**src/sv/sws_pkg.sv**
```systemverilog
// Shared types and constants for the sliding window sender.
// No dependencies; imported by sws_stamp_mem, sws_out, sws_seq and sliding_window_sender.
package sws_pkg;

	localparam int ID_W   = 8;
	localparam int SEQ_W  = 16;
	localparam int CNT_W  = 17;
	localparam int WIN_W  = 5;
	localparam int TICK_W = 32;
	localparam int CFG_IDX_W = 2;
	localparam int CFG_DATA_W = 32;

	localparam logic [1:0] CMD_TICK  = 2'd0;
	localparam logic [1:0] CMD_START = 2'd1;
	localparam logic [1:0] CMD_ACK   = 2'd2;

	localparam logic [CFG_IDX_W-1:0] REG_SENDER_ID     = 2'd0;
	localparam logic [CFG_IDX_W-1:0] REG_TOTAL_FRAMES  = 2'd1;
	localparam logic [CFG_IDX_W-1:0] REG_WINDOW_SIZE   = 2'd2;
	localparam logic [CFG_IDX_W-1:0] REG_TIMEOUT_TICKS = 2'd3;

	typedef struct packed {
		logic [ID_W-1:0]   sender_id;
		logic [SEQ_W-1:0]  total_frames;
		logic [WIN_W-1:0]  window_size;
		logic [TICK_W-1:0] timeout_ticks;
	} cfg_t;

	typedef struct packed {
		logic             frame_valid;
		logic [SEQ_W-1:0] frame_seq;
		logic             is_retransmit;
		logic             last;
		logic             transfer_done;
	} beat_t;

endpackage

```
**src/sv/sws_stamp_mem.sv**
```systemverilog
// Send-time stamp memory: one write port, one registered read port.
// Uses sws_pkg for the stamp width.
module sws_stamp_mem #(
	parameter int DEPTH = 16,
	parameter int AW    = 4
) (
	input  logic                      clk,
	input  logic                      wr_en,
	input  logic [AW-1:0]             wr_addr,
	input  logic [sws_pkg::TICK_W-1:0] wr_data,
	input  logic [AW-1:0]             rd_addr,
	output logic [sws_pkg::TICK_W-1:0] rd_data
);
	import sws_pkg::*;

	logic [TICK_W-1:0] mem_q [DEPTH];

	always_ff @(posedge clk) begin
		if (wr_en) begin
			mem_q[wr_addr] <= wr_data;
		end
		rd_data <= mem_q[rd_addr];
	end

endmodule

```
**src/sv/sws_out.sv**
```systemverilog
// Output register for result beats; decouples the sequencer from the sink.
// Uses sws_pkg::beat_t.
module sws_out (
	input  logic                clk,
	input  logic                arst_n,
	input  logic                push,
	input  sws_pkg::beat_t      push_beat,
	output logic                can_push,
	output logic                m_tvalid,
	input  logic                m_tready,
	output logic [23:0]         m_tdata,   // frame_seq[15:0], transfer_done[16], zero pad
	output logic [1:0]          m_tuser,   // frame_valid[0], is_retransmit[1]
	output logic                m_tlast
);
	import sws_pkg::*;

	logic  valid_q;
	beat_t beat_q;

	assign can_push = !valid_q || m_tready;

	always_ff @(posedge clk or negedge arst_n) begin
		if (!arst_n) begin
			valid_q <= 1'b0;
		end else if (can_push) begin
			valid_q <= push;
		end
	end

	always_ff @(posedge clk) begin
		if (can_push && push) begin
			beat_q <= push_beat;
		end
	end

	assign m_tvalid = valid_q;
	assign m_tdata  = {7'b0, beat_q.transfer_done, beat_q.frame_seq};
	assign m_tuser  = {beat_q.is_retransmit, beat_q.frame_valid};
	assign m_tlast  = beat_q.last;

endmodule

```
**src/sv/sws_seq.sv**
```systemverilog
// Sender sequencer: window pointers, tick counter and the per-item step sequence.
// Uses sws_pkg; drives sws_stamp_mem and sws_out.
module sws_seq #(
	parameter int MAX_WINDOW = 16,
	parameter int SEQ_BITS   = 16,
	parameter int IDX_W      = 4
) (
	input  logic                       clk,
	input  logic                       arst_n,
	input  sws_pkg::cfg_t              cfg,
	input  logic                       s_tvalid,
	output logic                       s_tready,
	input  logic [1:0]                 command,
	input  logic [sws_pkg::ID_W-1:0]   ack_sender_id,
	input  logic [sws_pkg::SEQ_W-1:0]  ack_seq,
	input  logic                       can_push,
	output logic                       push,
	output sws_pkg::beat_t             push_beat,
	output logic                       wr_en,
	output logic [IDX_W-1:0]           wr_addr,
	output logic [sws_pkg::TICK_W-1:0] wr_data,
	output logic [IDX_W-1:0]           rd_addr,
	input  logic [sws_pkg::TICK_W-1:0] rd_data
);
	import sws_pkg::*;

	localparam int SEQ_EFF = (SEQ_BITS < SEQ_W) ? SEQ_BITS : SEQ_W;
	localparam logic [SEQ_W-1:0] SEQ_MASK = SEQ_W'((64'd1 << SEQ_EFF) - 64'd1);
	localparam logic [CNT_W-1:0] MAXW = CNT_W'(MAX_WINDOW);
	localparam logic [IDX_W:0] DEPTH_X = (IDX_W+1)'(MAX_WINDOW);

	typedef enum logic [7:0] {
		S_IDLE = 8'b0000_0001,
		S_ACK  = 8'b0000_0010,
		S_ADV  = 8'b0000_0100,
		S_SEND = 8'b0000_1000,
		S_RD   = 8'b0001_0000,
		S_CMP  = 8'b0010_0000,
		S_RETX = 8'b0100_0000,
		S_FIN  = 8'b1000_0000
	} state_t;

	state_t            state_q;
	logic [CNT_W-1:0]  oldest_q, next_q, f_q;
	logic [IDX_W-1:0]  oldest_idx_q, next_idx_q, f_idx_q;
	logic [IDX_W:0]    delta_q;
	logic [TICK_W-1:0] tick_q;
	logic [SEQ_W-1:0]  ack_q;
	logic              held_v_q;
	beat_t             held_q;

	logic [CNT_W-1:0]  win, nxt, nxt_c;
	logic [IDX_W:0]    adv_sum;
	logic [TICK_W-1:0] elapsed;
	logic              send_ok, retx_ok, emit, fin, done, id_ok;
	beat_t             new_beat, status_beat;

	function automatic logic [IDX_W-1:0] idx_inc(input logic [IDX_W-1:0] i);
		logic [IDX_W:0] s;
		s = {1'b0, i} + 1'b1;
		return (s == DEPTH_X) ? '0 : s[IDX_W-1:0];
	endfunction

	always_comb begin
		if (cfg.window_size == '0) begin
			win = CNT_W'(1);
		end else if (CNT_W'(cfg.window_size) > MAXW) begin
			win = MAXW;
		end else begin
			win = CNT_W'(cfg.window_size);
		end
	end

	// cumulative ack points one past the acknowledged frame, clamped to next_q
	assign nxt     = {1'b0, ack_q} + 1'b1;
	assign nxt_c   = (nxt > next_q) ? next_q : nxt;
	assign adv_sum = {1'b0, oldest_idx_q} + delta_q;
	assign elapsed = tick_q - rd_data;

	assign done    = oldest_q >= CNT_W'(cfg.total_frames);
	assign send_ok = (next_q < CNT_W'(cfg.total_frames)) && ((next_q - oldest_q) < win);
	assign retx_ok = f_q < next_q;
	assign emit    = can_push && (((state_q == S_SEND) && send_ok)
		|| ((state_q == S_RETX) && retx_ok));
	assign fin     = can_push && (state_q == S_FIN);
	assign id_ok   = ack_sender_id == cfg.sender_id;

	always_comb begin
		new_beat.frame_valid   = 1'b1;
		new_beat.frame_seq     = ((state_q == S_RETX) ? f_q[SEQ_W-1:0] : next_q[SEQ_W-1:0])
			& SEQ_MASK;
		new_beat.is_retransmit = (state_q == S_RETX);
		new_beat.last          = 1'b0;
		new_beat.transfer_done = done;

		status_beat = '0;
		status_beat.last          = 1'b1;
		status_beat.transfer_done = done;

		// one result is held back until we know whether it closes the item
		push      = (emit && held_v_q) || fin;
		push_beat = held_q;
		push_beat.last = fin;
		if (fin && !held_v_q) begin
			push_beat = status_beat;
		end
	end

	assign s_tready = (state_q == S_IDLE);
	assign wr_en    = emit;
	assign wr_addr  = (state_q == S_RETX) ? f_idx_q : next_idx_q;
	assign wr_data  = tick_q;
	assign rd_addr  = oldest_idx_q;

	always_ff @(posedge clk or negedge arst_n) begin
		if (!arst_n) begin
			state_q      <= S_IDLE;
			oldest_q     <= '0;
			next_q       <= '0;
			oldest_idx_q <= '0;
			next_idx_q   <= '0;
			tick_q       <= '0;
			held_v_q     <= 1'b0;
		end else begin
			if (emit) begin
				held_v_q <= 1'b1;
			end
			case (state_q)
				S_IDLE: begin
					if (s_tvalid) begin
						if (command == CMD_TICK) begin
							tick_q  <= tick_q + 1'b1;
							state_q <= S_RD;
						end else if (command == CMD_START && id_ok) begin
							state_q <= S_SEND;
						end else if (command == CMD_ACK && id_ok) begin
							state_q <= S_ACK;
						end else begin
							state_q <= S_FIN;
						end
					end
				end
				S_ACK: begin
					if (nxt_c > oldest_q) begin
						oldest_q <= nxt_c;
					end
					state_q <= S_ADV;
				end
				S_ADV: begin
					oldest_idx_q <= (adv_sum >= DEPTH_X) ? IDX_W'(adv_sum - DEPTH_X)
						: adv_sum[IDX_W-1:0];
					state_q <= S_SEND;
				end
				S_SEND: begin
					if (!send_ok) begin
						state_q <= S_RD;
					end else if (emit) begin
						next_q     <= next_q + 1'b1;
						next_idx_q <= idx_inc(next_idx_q);
					end
				end
				S_RD: begin
					state_q <= (oldest_q < next_q) ? S_CMP : S_FIN;
				end
				S_CMP: begin
					state_q <= (elapsed > cfg.timeout_ticks) ? S_RETX : S_FIN;
				end
				S_RETX: begin
					if (!retx_ok) begin
						state_q <= S_FIN;
					end
				end
				S_FIN: begin
					if (can_push) begin
						held_v_q <= 1'b0;
						state_q  <= S_IDLE;
					end
				end
				default: state_q <= S_IDLE;
			endcase
		end
	end

	always_ff @(posedge clk) begin
		if (state_q == S_IDLE && s_tvalid) begin
			ack_q <= ack_seq & SEQ_MASK;
		end
		if (state_q == S_ACK) begin
			delta_q <= (nxt_c > oldest_q) ? (IDX_W+1)'(nxt_c - oldest_q) : '0;
		end
		if (state_q == S_CMP) begin
			f_q     <= oldest_q;
			f_idx_q <= oldest_idx_q;
		end else if (state_q == S_RETX && emit) begin
			f_q     <= f_q + 1'b1;
			f_idx_q <= idx_inc(f_idx_q);
		end
		if (emit) begin
			held_q <= new_beat;
		end
	end

endmodule

```
**src/sv/sliding_window_sender.sv**
```systemverilog
// Go-back-N sender control. An item is taken when s_tready is high (sequencer idle) and
// yields one or more result beats, the final one flagged by m_tlast. A foreign start or
// ack, or an unused command, goes straight to the closing status step. A tick reads the
// oldest stamp when a frame is outstanding, compares its age with the timeout and on expiry
// resends every outstanding frame; a start first sends new frames within the window and
// then runs the same check, and a cumulative ack first updates the oldest pointer and index.
// A beat that m_tready holds back stalls the sequencer. Frames are issued at one per cycle
// while the output can take them, through the single write port of the stamp memory. The
// stamp memory has no clearing pass; the block is ready right after reset.
// Depends on sws_pkg, sws_seq, sws_stamp_mem and sws_out.
module sliding_window_sender #(
	parameter int MAX_WINDOW = 16,
	parameter int SEQ_BITS   = 16
) (
	input  logic                              clk,
	input  logic                              arst_n,
	input  logic                              s_tvalid,
	output logic                              s_tready,
	input  logic [23:0]                       s_tdata,   // ack_sender_id[7:0], ack_seq[23:8]
	input  logic [1:0]                        s_tuser,   // command[1:0]
	output logic                              m_tvalid,
	input  logic                              m_tready,
	output logic [23:0]                       m_tdata,   // frame_seq[15:0], transfer_done[16]
	output logic [1:0]                        m_tuser,   // frame_valid[0], is_retransmit[1]
	output logic                              m_tlast,
	input  logic                              cfg_valid,
	output logic                              cfg_ready,
	input  logic [sws_pkg::CFG_IDX_W-1:0]     cfg_index,
	input  logic [sws_pkg::CFG_DATA_W-1:0]    cfg_data
);
	import sws_pkg::*;

	localparam int IDX_W = (MAX_WINDOW > 1) ? $clog2(MAX_WINDOW) : 1;

	cfg_t              cfg_q;
	logic              can_push, push, wr_en;
	beat_t             push_beat;
	logic [IDX_W-1:0]  wr_addr, rd_addr;
	logic [TICK_W-1:0] wr_data, rd_data;

	assign cfg_ready = 1'b1;

	always_ff @(posedge clk or negedge arst_n) begin
		if (!arst_n) begin
			cfg_q.sender_id     <= '0;
			cfg_q.total_frames  <= SEQ_W'(1);
			cfg_q.window_size   <= WIN_W'(4);
			cfg_q.timeout_ticks <= TICK_W'(1000);
		end else if (cfg_valid) begin
			case (cfg_index)
				REG_SENDER_ID:     cfg_q.sender_id     <= cfg_data[ID_W-1:0];
				REG_TOTAL_FRAMES:  cfg_q.total_frames  <= cfg_data[SEQ_W-1:0];
				REG_WINDOW_SIZE:   cfg_q.window_size   <= cfg_data[WIN_W-1:0];
				REG_TIMEOUT_TICKS: cfg_q.timeout_ticks <= cfg_data[TICK_W-1:0];
				default: ;
			endcase
		end
	end

	sws_seq #(
		.MAX_WINDOW (MAX_WINDOW),
		.SEQ_BITS   (SEQ_BITS),
		.IDX_W      (IDX_W)
	) u_seq (
		.clk           (clk),
		.arst_n        (arst_n),
		.cfg           (cfg_q),
		.s_tvalid      (s_tvalid),
		.s_tready      (s_tready),
		.command       (s_tuser),
		.ack_sender_id (s_tdata[7:0]),
		.ack_seq       (s_tdata[23:8]),
		.can_push      (can_push),
		.push          (push),
		.push_beat     (push_beat),
		.wr_en         (wr_en),
		.wr_addr       (wr_addr),
		.wr_data       (wr_data),
		.rd_addr       (rd_addr),
		.rd_data       (rd_data)
	);

	sws_stamp_mem #(
		.DEPTH (MAX_WINDOW),
		.AW    (IDX_W)
	) u_mem (
		.clk     (clk),
		.wr_en   (wr_en),
		.wr_addr (wr_addr),
		.wr_data (wr_data),
		.rd_addr (rd_addr),
		.rd_data (rd_data)
	);

	sws_out u_out (
		.clk       (clk),
		.arst_n    (arst_n),
		.push      (push),
		.push_beat (push_beat),
		.can_push  (can_push),
		.m_tvalid  (m_tvalid),
		.m_tready  (m_tready),
		.m_tdata   (m_tdata),
		.m_tuser   (m_tuser),
		.m_tlast   (m_tlast)
	);

endmodule

```
**config.mk**
```make
export PLATFORM = sky130hd
export DESIGN_NAME = sliding_window_sender
export DESIGN_NICKNAME = d
export VERILOG_FILES = /design/src/sv/sws_pkg.sv /design/src/sv/sws_stamp_mem.sv /design/src/sv/sws_out.sv /design/src/sv/sws_seq.sv /design/src/sv/sliding_window_sender.sv
export SDC_FILE = /design/constraint.sdc
export NUM_CORES = 1
export LEC_CHECK = 0
export ABC_AREA = 1
export BUFFER_PORTS_ARGS = -buffer_cell sky130_fd_sc_hd__buf_2
export CORE_ASPECT_RATIO = 1.5
export CORE_MARGIN = 8
export CORE_UTILIZATION = 45
export DETAILED_ROUTE_END_ITERATION = 6
export SETUP_SLACK_MARGIN = 0.4
export SLEW_MARGIN = 40
export SYNTH_ARGS = -nofsm -noshare
export SYNTH_HDL_FRONTEND = slang
export SYNTH_SLANG_ARGS = --single-unit
```
**constraint.sdc**
```tcl
create_clock -name clk -period 6.2 [get_ports clk]
set_clock_uncertainty 0.15 [all_clocks]
set_input_delay 1.24 -clock clk [delete_from_list [all_inputs] [get_ports clk]]
set_output_delay 1.24 -clock clk [all_outputs]
set_load 0.005 [all_outputs]
```
==> results.py, run 1 <==
metrics = {
    "run_status": {
        "outcome": "finished, final reports clean",
    },
    "global_route": {
        "grt_max_degree": 154,
        "grt_pass1_vias": 26150,
        "antenna_found_initial": 3,
        "grt.total_usage_pct": 23.35,
        "overflow": 0,
        "grt_pass1_wl_um": 162600,
    },
    "cts": {
        "clk_path_buf_depth": 3,
        "cts_max_level": 3,
        "cts_sinks": 768,
        "root_buffer": "clkbuf_16",
        "cts_buffers": 74,
        "cts.clk_slew.worst_paths_ns": 0.07,
        "cts_tree": "done",
        "clock_latency_ns": 0.64,
    },
    "drt": {
        "first_pass_iters": 5,
        "wl_met2_um": 59980,
        "ant_nets": 0,
        "vias": 25780,
        "drc_errors": 0,
        "wl_met1_um": 38320,
        "drt_iter0_drc": 1703,
        "avgRoutedWirePerCell_um": 23.01,
        "wl_met3_um": 3403,
        "dr.max_layer_used": "met5",
        "viasPerCell": 5.436,
        "postRouteWirelength_um": 109100,
    },
    "setup_path": {
        "start_kind": "flop",
        "r2r_start": "u_seq.next_q[0]$_DFFE_PN0P_",
        "crit_fanout": 18,
        "worstPathCellList": "inv_1, ha_1, inv_1, fa_1, nand3_1, nand3_2, xor2_1, ha_1, nand2_1, inv_1, nand2_1, nand2_1, nor2_1, nand3_1, nor2_1, nand3_1, nor2_1, nand3_1, nor2_1, nand2_1, nand2_1, nand4_1, nor2_4, buf_4",
        "slowest_stage": "nor2_4",
        "critPathArrivalTime_ns": 5.37,
        "rr_worst_depth": 24,
        "worstSetupPathType": "reg2reg",
        "cp-end-kind": "flop",
        "cp_top_family": "simple AND/OR/NAND/NOR gates",
        "critPathBufInv": 4,
        "required_ns": 6.34,
        "reg2reg_slack_ns": 0.97,
        "max_stage_delay_ns": 0.62,
        "r2r_end": "u_mem.mem_q[7][11]$_DFFE_PP_",
        "cp_common_cell": "nand2_1",
    },
    "synthesis": {
        "synth_top_cell_by_area": "edfxtp_1",
        "ys_seq_area_share_pct": 59.00,
        "synthArstFlopShare_pct": 18.88,
        "netlist.area_leader.share_pct": 47.53,
        "ys_ff_latch": 768,
        "ys_dominant_reg_cell": "edfxtp_1",
        "syn_area_per_cell_um2": 10.63,
        "synthTopCellsByCount": "591 x edfxtp_1, 498 x nand2_1, 478 x inv_1, 317 x o21ai_0, 241 x a21oi_1",
        "synth-warning-count": 0,
        "syn_area_um2": 37340,
        "synth_edf_count": 591,
        "ys_types": 63,
        "synth_cells": 3513,
        "ys_top_cells_by_area": "edfxtp_1 48%, dfrtp_1 9.1%, ha_1 5.8%, nand2_1 5.0%, inv_1 4.8%",
        "yosysMostFrequentCell": "edfxtp_1",
    },
    "timing": {
        "period_minus_slack_ns": 5.230,
        "rsz0062_at_grt": "no",
        "relSlewSlack_pct": 39.76,
        "hold_violations": 0,
        "setup_viol": 0,
        "drv_slew": 0,
        "setup_tns_ns": 0,
        "fin_crit_sh_pct": 84.36,
        "tightest_slew_ns": 0.9037,
        "max_freq_mhz": 191.2,
    },
    "floorplanning": {
        "pin_count": 95,
        "fp.dieH_um": 368.8,
        "die_w_um": 251.2,
        "rows": 129,
        "floorplan.initialDensity_pct": 45.36,
        "die_area_um2": 92640,
        "core_area_um2": 82320,
    },
    "place": {
        "place_congestion": 0.9889,
        "portBuffers": 86,
        "place_hpwl_um": 78270,
    },
    "power_and_ir_drop": {
        "leakagePower_uw": 0.01723,
        "seqPwrFrac_pct": 50.6,
        "intPower_uw": 8628,
        "vdd_drop_max_mv": 0.2578,
        "clkPwrFrac_pct": 39.3,
        "pwr-share-comb_pct": 10.1,
        "power_density_nw_per_um2": 276.4,
        "switching_power_uw": 2925,
        "switching_share_pct": 25.32,
    },
    "min_path": {
        "whs_path_depth": 2,
        "min_to": "cfg_q[2]$_DFFE_PN0P_",
        "hold_path_class": "reg2reg",
        "min-delay-start": "cfg_q[2]$_DFFE_PN0P_",
    },
    "final_layout": {
        "final_util_pct": 50.78,
        "area_growth_pct": 11.95,
        "nNetsFinal": 3877,
        "drive_above_1_share_pct": 10.56,
    },
    "run": {
        "drv_cap": 0,
    },
}
power by group through the flow:
stage          registers (uW)  clock network [uW]  logic, uW
5_1_grt                  5860                4810       1320
4_1_cts                  5840                4620       1170
3_3_place_gp             5950                   0       1160
2_1_floorplan            5940                   0        704
3_5_place_dp             5950                   0       1170
6_report                 5840                4540       1170
sequential cells by signal, indices dropped and copies added (netlist names):
| register | cells |
|---|---|
| u_seq.next_idx_q | 4 |
| u_out.m_tlast | 1 |
| u_seq.f_q | 17 |
| u_seq.rd_addr | 4 |
| u_mem.rd_data | 32 |
| u_seq.delta_q | 4 |
| u_mem.mem_q | 512 |
| u_seq.ack_q | 16 |
| u_seq.f_idx_q | 4 |
| u_seq.next_q | 17 |
| cfg_q | 61 |
| u_out.m_tvalid | 1 |
| u_out.m_tuser | 2 |
| u_seq.held_v_q | 1 |
| u_seq.oldest_q | 17 |
| u_seq.held_q | 18 |
| u_out.m_tdata | 17 |
| u_seq.wr_data | 32 |
| u_seq.state_q | 8 |
per-layer routing:
metal / GRT usage (%) / vias up
li1: - / 12390
met1: 23.60 / 12550
met2: 44.99 / 593
met3: 2.781 / 247
met4: 14.33 / 2
met5: 0 / -
placed cells by master, fill, tap and decap left out, types with 6 or more instances in the layout:
| cell | count |
|---|---|
| nand4_1 | 36 |
| a21oi_1 | 241 |
| nor2_4 | 20 |
| buf_4 | 73 |
| dfstp_2 | 9 |
| dfxtp_1 | 32 |
| nand2_2 | 22 |
| ha_1 | 174 |
| a31oi_1 | 6 |
| nor2_1 | 180 |
| inv_1 | 475 |
| xnor2_1 | 30 |
| conb_1 | 8 |
| clkinv_1 | 17 |
| mux2i_1 | 128 |
| nand3b_1 | 9 |
| xor2_1 | 78 |
| buf_2 | 85 |
| clkbuf_1 | 7 |
| nor3_1 | 41 |
| nand2_1 | 497 |
| nor4_1 | 14 |
| clkinvlp_4 | 10 |
| clkbuf_16 | 75 |
| clkinv_2 | 13 |
| clkbuf_8 | 7 |
| nor2_2 | 7 |
| inv_2 | 11 |
| o211ai_1 | 133 |
| dfrtp_1 | 129 |
| nand3_1 | 120 |
| edfxtp_1 | 591 |
| o21ai_0 | 314 |
cell type report:
cell class / count / area [um2]
Multi-Input combinational cell: 2133 / 13100
Clock buffer: 88 / 1986
Clock inverter: 47 / 422.9
Fill cell: 7511 / 40520
Antenna cell: 2 / 5.005
Inverter: 493 / 1859
Sequential cell: 768 / 22040
Tap cell: 1048 / 1311
Timing Repair inverter: 1 / 7.507
Timing Repair Buffer: 163 / 1067
worst max-delay path by stage:
stage / startpoint / endpoint / slack, ns / depth (start not counted)
2_1_floorplan: u_seq.next_q[0]$_DFFE_PN0P_ / u_seq.f_idx_q[0]$_DFFE_PP_ / 1.25 / 23
3_3_place_gp: u_seq.ack_q[0]$_DFFE_PP_ / u_seq.oldest_q[16]$_DFFE_PN0P_ / 0.95 / 27
3_5_place_dp: u_seq.ack_q[0]$_DFFE_PP_ / u_seq.oldest_q[1]$_DFFE_PN0P_ / 0.87 / 26
4_1_cts: u_seq.ack_q[0]$_DFFE_PP_ / u_seq.oldest_q[1]$_DFFE_PN0P_ / 0.86 / 26
5_1_grt: u_seq.ack_q[0]$_DFFE_PP_ / u_seq.oldest_q[11]$_DFFE_PN0P_ / 0.44 / 29
6_report: u_seq.next_q[0]$_DFFE_PN0P_ / u_mem.mem_q[7][11]$_DFFE_PP_ / 0.97 / 24
per-stage QoR:
step | hold WS (ns) | total power [uW] | area, um2 | setup WS, ns | instances
global placement | 0.3170 | 7105 | 39330 | 0.9456 | 4602
global route | 0.3494 | 11990 | 41800 | 0.4436 | 4741
detailed placement | 0.3246 | 7114 | 39330 | 0.8699 | 4602
CTS | 0.3399 | 11630 | 41740 | 0.8565 | 4737
finish | 0.3350 | 11550 | 41800 | 0.9696 | 4743
floorplan | 0.3030 | 6642 | 37360 | 1.252 | 3519
timing repair:
item                                    in CTS  in global routing
setup buffers                                0                  3
endpoints found under the setup margin       0                 16
hold buffers                                 0                  0
gates resized for setup                      0                  3
tightest hold or removal path: cells and delay by family (launching register included):
kind	cells	cell delay (ns)
AO/OA/AOI/OAI	1	0.06
flip-flops	1	0.34
AND/OR/NAND/NOR	1	0.05
cell families after synthesis:
| group | after synthesis | synth area share, % |
|---|---|---|
| XOR/XNOR | 108 | 2.533 |
| AND/OR/NAND/NOR | 974 | 11.47 |
| buffers and inverters | 618 | 6.384 |
| flip-flops | 768 | 59.00 |
| AO/OA/AOI/OAI | 734 | 11.03 |
| other | 2 | 0.02011 |
| multiplexers | 131 | 3.522 |
| adder cells (fa/ha/maj) | 178 | 6.045 |
Note: power is estimated with default switching activity, not from simulation.
==> inputs of run 2 (changes only) <==
Clock period 6.2 ns to 4.25 ns, I/O delays scaled along.
==> results.py, run 2 (same netlist as run 1, synthesis figures left out) <==
metrics = {
    "final_layout": {
        "largest_register": "u_mem.mem_q",
        "top_regs": "u_mem.mem_q (512), cfg_q (61)",
        "final_common_cell": "edfxtp_1",
        "final_util_pct": 56.86,
        "drive_above_1_share_pct": 19.47,
        "area_growth_pct": 25.36,
        "nNetsFinal": 4162,
        "largest_reg_flops": 512,
        "mostFrequentLayoutCells": "591 x edfxtp_1, 472 x nand2_1, 464 x inv_1",
    },
    "place": {
        "portBuffers": 86,
        "place_hpwl_um": 74600,
        "place_congestion": 0.9493,
    },
    "global_route": {
        "grt.total_usage_pct": 24.61,
        "grt_pass1_vias": 27430,
        "antenna_found_initial": 4,
        "grt_pass1_wl_um": 170900,
        "grt_max_degree": 85,
        "overflow": 0,
    },
    "run_status": {
        "violations": "setup timing",
        "outcome": "complete, but fails checks",
    },
    "timing": {
        "finalWorstSetupSlack_ns": -0.2251,
        "period_minus_slack_ns": 4.475,
        "rsz0062_at_grt": "yes",
        "hold_violations": 0,
        "drv_slew": 0,
        "max_freq_mhz": 223.5,
        "tightest_slew_ns": 0.8378,
        "relSlewSlack_pct": 43.56,
        "setup_viol": 307,
        "fin_crit_sh_pct": 105.3,
    },
    "cts": {
        "cts.clk_slew.worst_paths_ns": 0.06,
        "cts_sinks": 768,
        "cts_max_level": 3,
        "root_buffer": "clkbuf_16",
        "clk_path_buf_depth": 3,
        "cts_tree": "done",
        "cts_buffers": 75,
        "clock_latency_ns": 0.65,
    },
    "setup_path": {
        "slowest_stage": "edfxtp_1",
        "start_kind": "flop",
        "cp_common_cell": "nand2_2",
        "cp-end-kind": "flop",
        "crit_fanout": 8,
        "cp_top_family": "simple AND/OR/NAND/NOR gates",
        "worstSetupPathType": "reg2reg",
        "critPathBufInv": 5,
        "required_ns": 4.62,
        "max_stage_delay_ns": 0.37,
        "critPathArrivalTime_ns": 4.84,
    },
    "drt": {
        "avgRoutedWirePerCell_um": 23.68,
        "vias": 27590,
        "drt_iter0_drc": 2006,
        "drc_errors": 0,
        "postRouteWirelength_um": 119100,
        "first_pass_iters": 5,
        "viasPerCell": 5.484,
        "ant_nets": 0,
    },
    "floorplanning": {
        "die_area_um2": 92640,
        "die_w_um": 251.2,
        "rows": 129,
        "pin_count": 95,
        "fp.dieH_um": 368.8,
        "core_area_um2": 82320,
        "floorplan.initialDensity_pct": 45.36,
    },
    "power_and_ir_drop": {
        "power_density_nw_per_um2": 373.2,
        "leakagePower_uw": 0.01949,
        "vdd_drop_max_mv": 0.3330,
        "power_uw": 17470,
    },
    "min_path": {
        "hold_path_class": "in2reg",
    },
    "run": {
        "drv_cap": 0,
    },
}
==> run 2: layout make-up <==
type / count / area, um2
Timing Repair Buffer: 445 / 5413
Multi-Input combinational cell: 2133 / 13590
Fill cell: 6914 / 35510
Inverter: 493 / 1881
Sequential cell: 768 / 22040
Clock buffer: 91 / 1998
Tap cell: 1048 / 1311
Clock inverter: 48 / 536.8
Antenna cell: 2 / 5.005
Timing Repair inverter: 3 / 33.78
==> run 2: stage by stage <==
step           TNS, ns  hold slack, ns  cells  cell area [um2]  setup slack, ns
2_1_floorplan        0          0.3030   3519            37640           0.1196
3_3_place_gp    -7.346          0.3174   4735            40880          -0.3908
3_5_place_dp    -9.030          0.3226   4736            40910          -0.4722
4_1_cts         -8.524         0.08736   4987            45680          -0.2042
5_1_grt         -97.84          0.2257   5030            46800          -0.5981
6_report        -24.47          0.2371   5031            46800          -0.2251
==> run 2: final timing paths <==
check | slack [ns] | to | cells after the start | startpoint
setup / recovery | -0.23 | u_seq.oldest_q[5]$_DFFE_PN0P_ | 29 | u_seq.ack_q[0]$_DFFE_PP_
min in group asynchronous | 0.47 | cfg_q[54]$_DFFE_PN0P_ | 2 | arst_n
hold / removal | 0.24 | u_seq.ack_q[10]$_DFFE_PP_ | 1 | s_tdata[18]
max in group asynchronous | 2.51 | cfg_q[19]$_DFFE_PN0P_ | 4 | arst_n
setup reg to reg | -0.23 | u_seq.oldest_q[5]$_DFFE_PN0P_ | 29 | u_seq.ack_q[0]$_DFFE_PP_
hold reg to reg | 0.33 | cfg_q[43]$_DFFE_PN0P_ | 2 | cfg_q[43]$_DFFE_PN0P_
==> run 2: repair_timing <==
| action | 4_1_cts | 5_1_grt |
|---|---|---|
| resized for setup | 136 | 105 |
| setup buffers | 72 | 16 |
| endpoints found under the hold margin | 0 | 13 |
| pin swaps | 20 | 33 |
| cloned | 40 | 24 |
| hold buffers | 0 | 1 |
| setup endpoints to repair | 594 | 598 |
==> run 2: layer usage <==
layer	global-route usage [%]	share of wire (%)	vias up	wire length, um
met3	2.865	4.2	327	5057
met5	0	0	-	0
met1	26.11	36	13410	42580
met2	45.94	52	841	62350
met4	15.31	7.7	0	9145
li1	-	-	13010	-
==> run 2: power by group <==
group	total [uW]	internal, uW	switching (uW)
Clock	6950	3990	2960
Sequential	8480	8350	131
Combinational	2030	794	1240
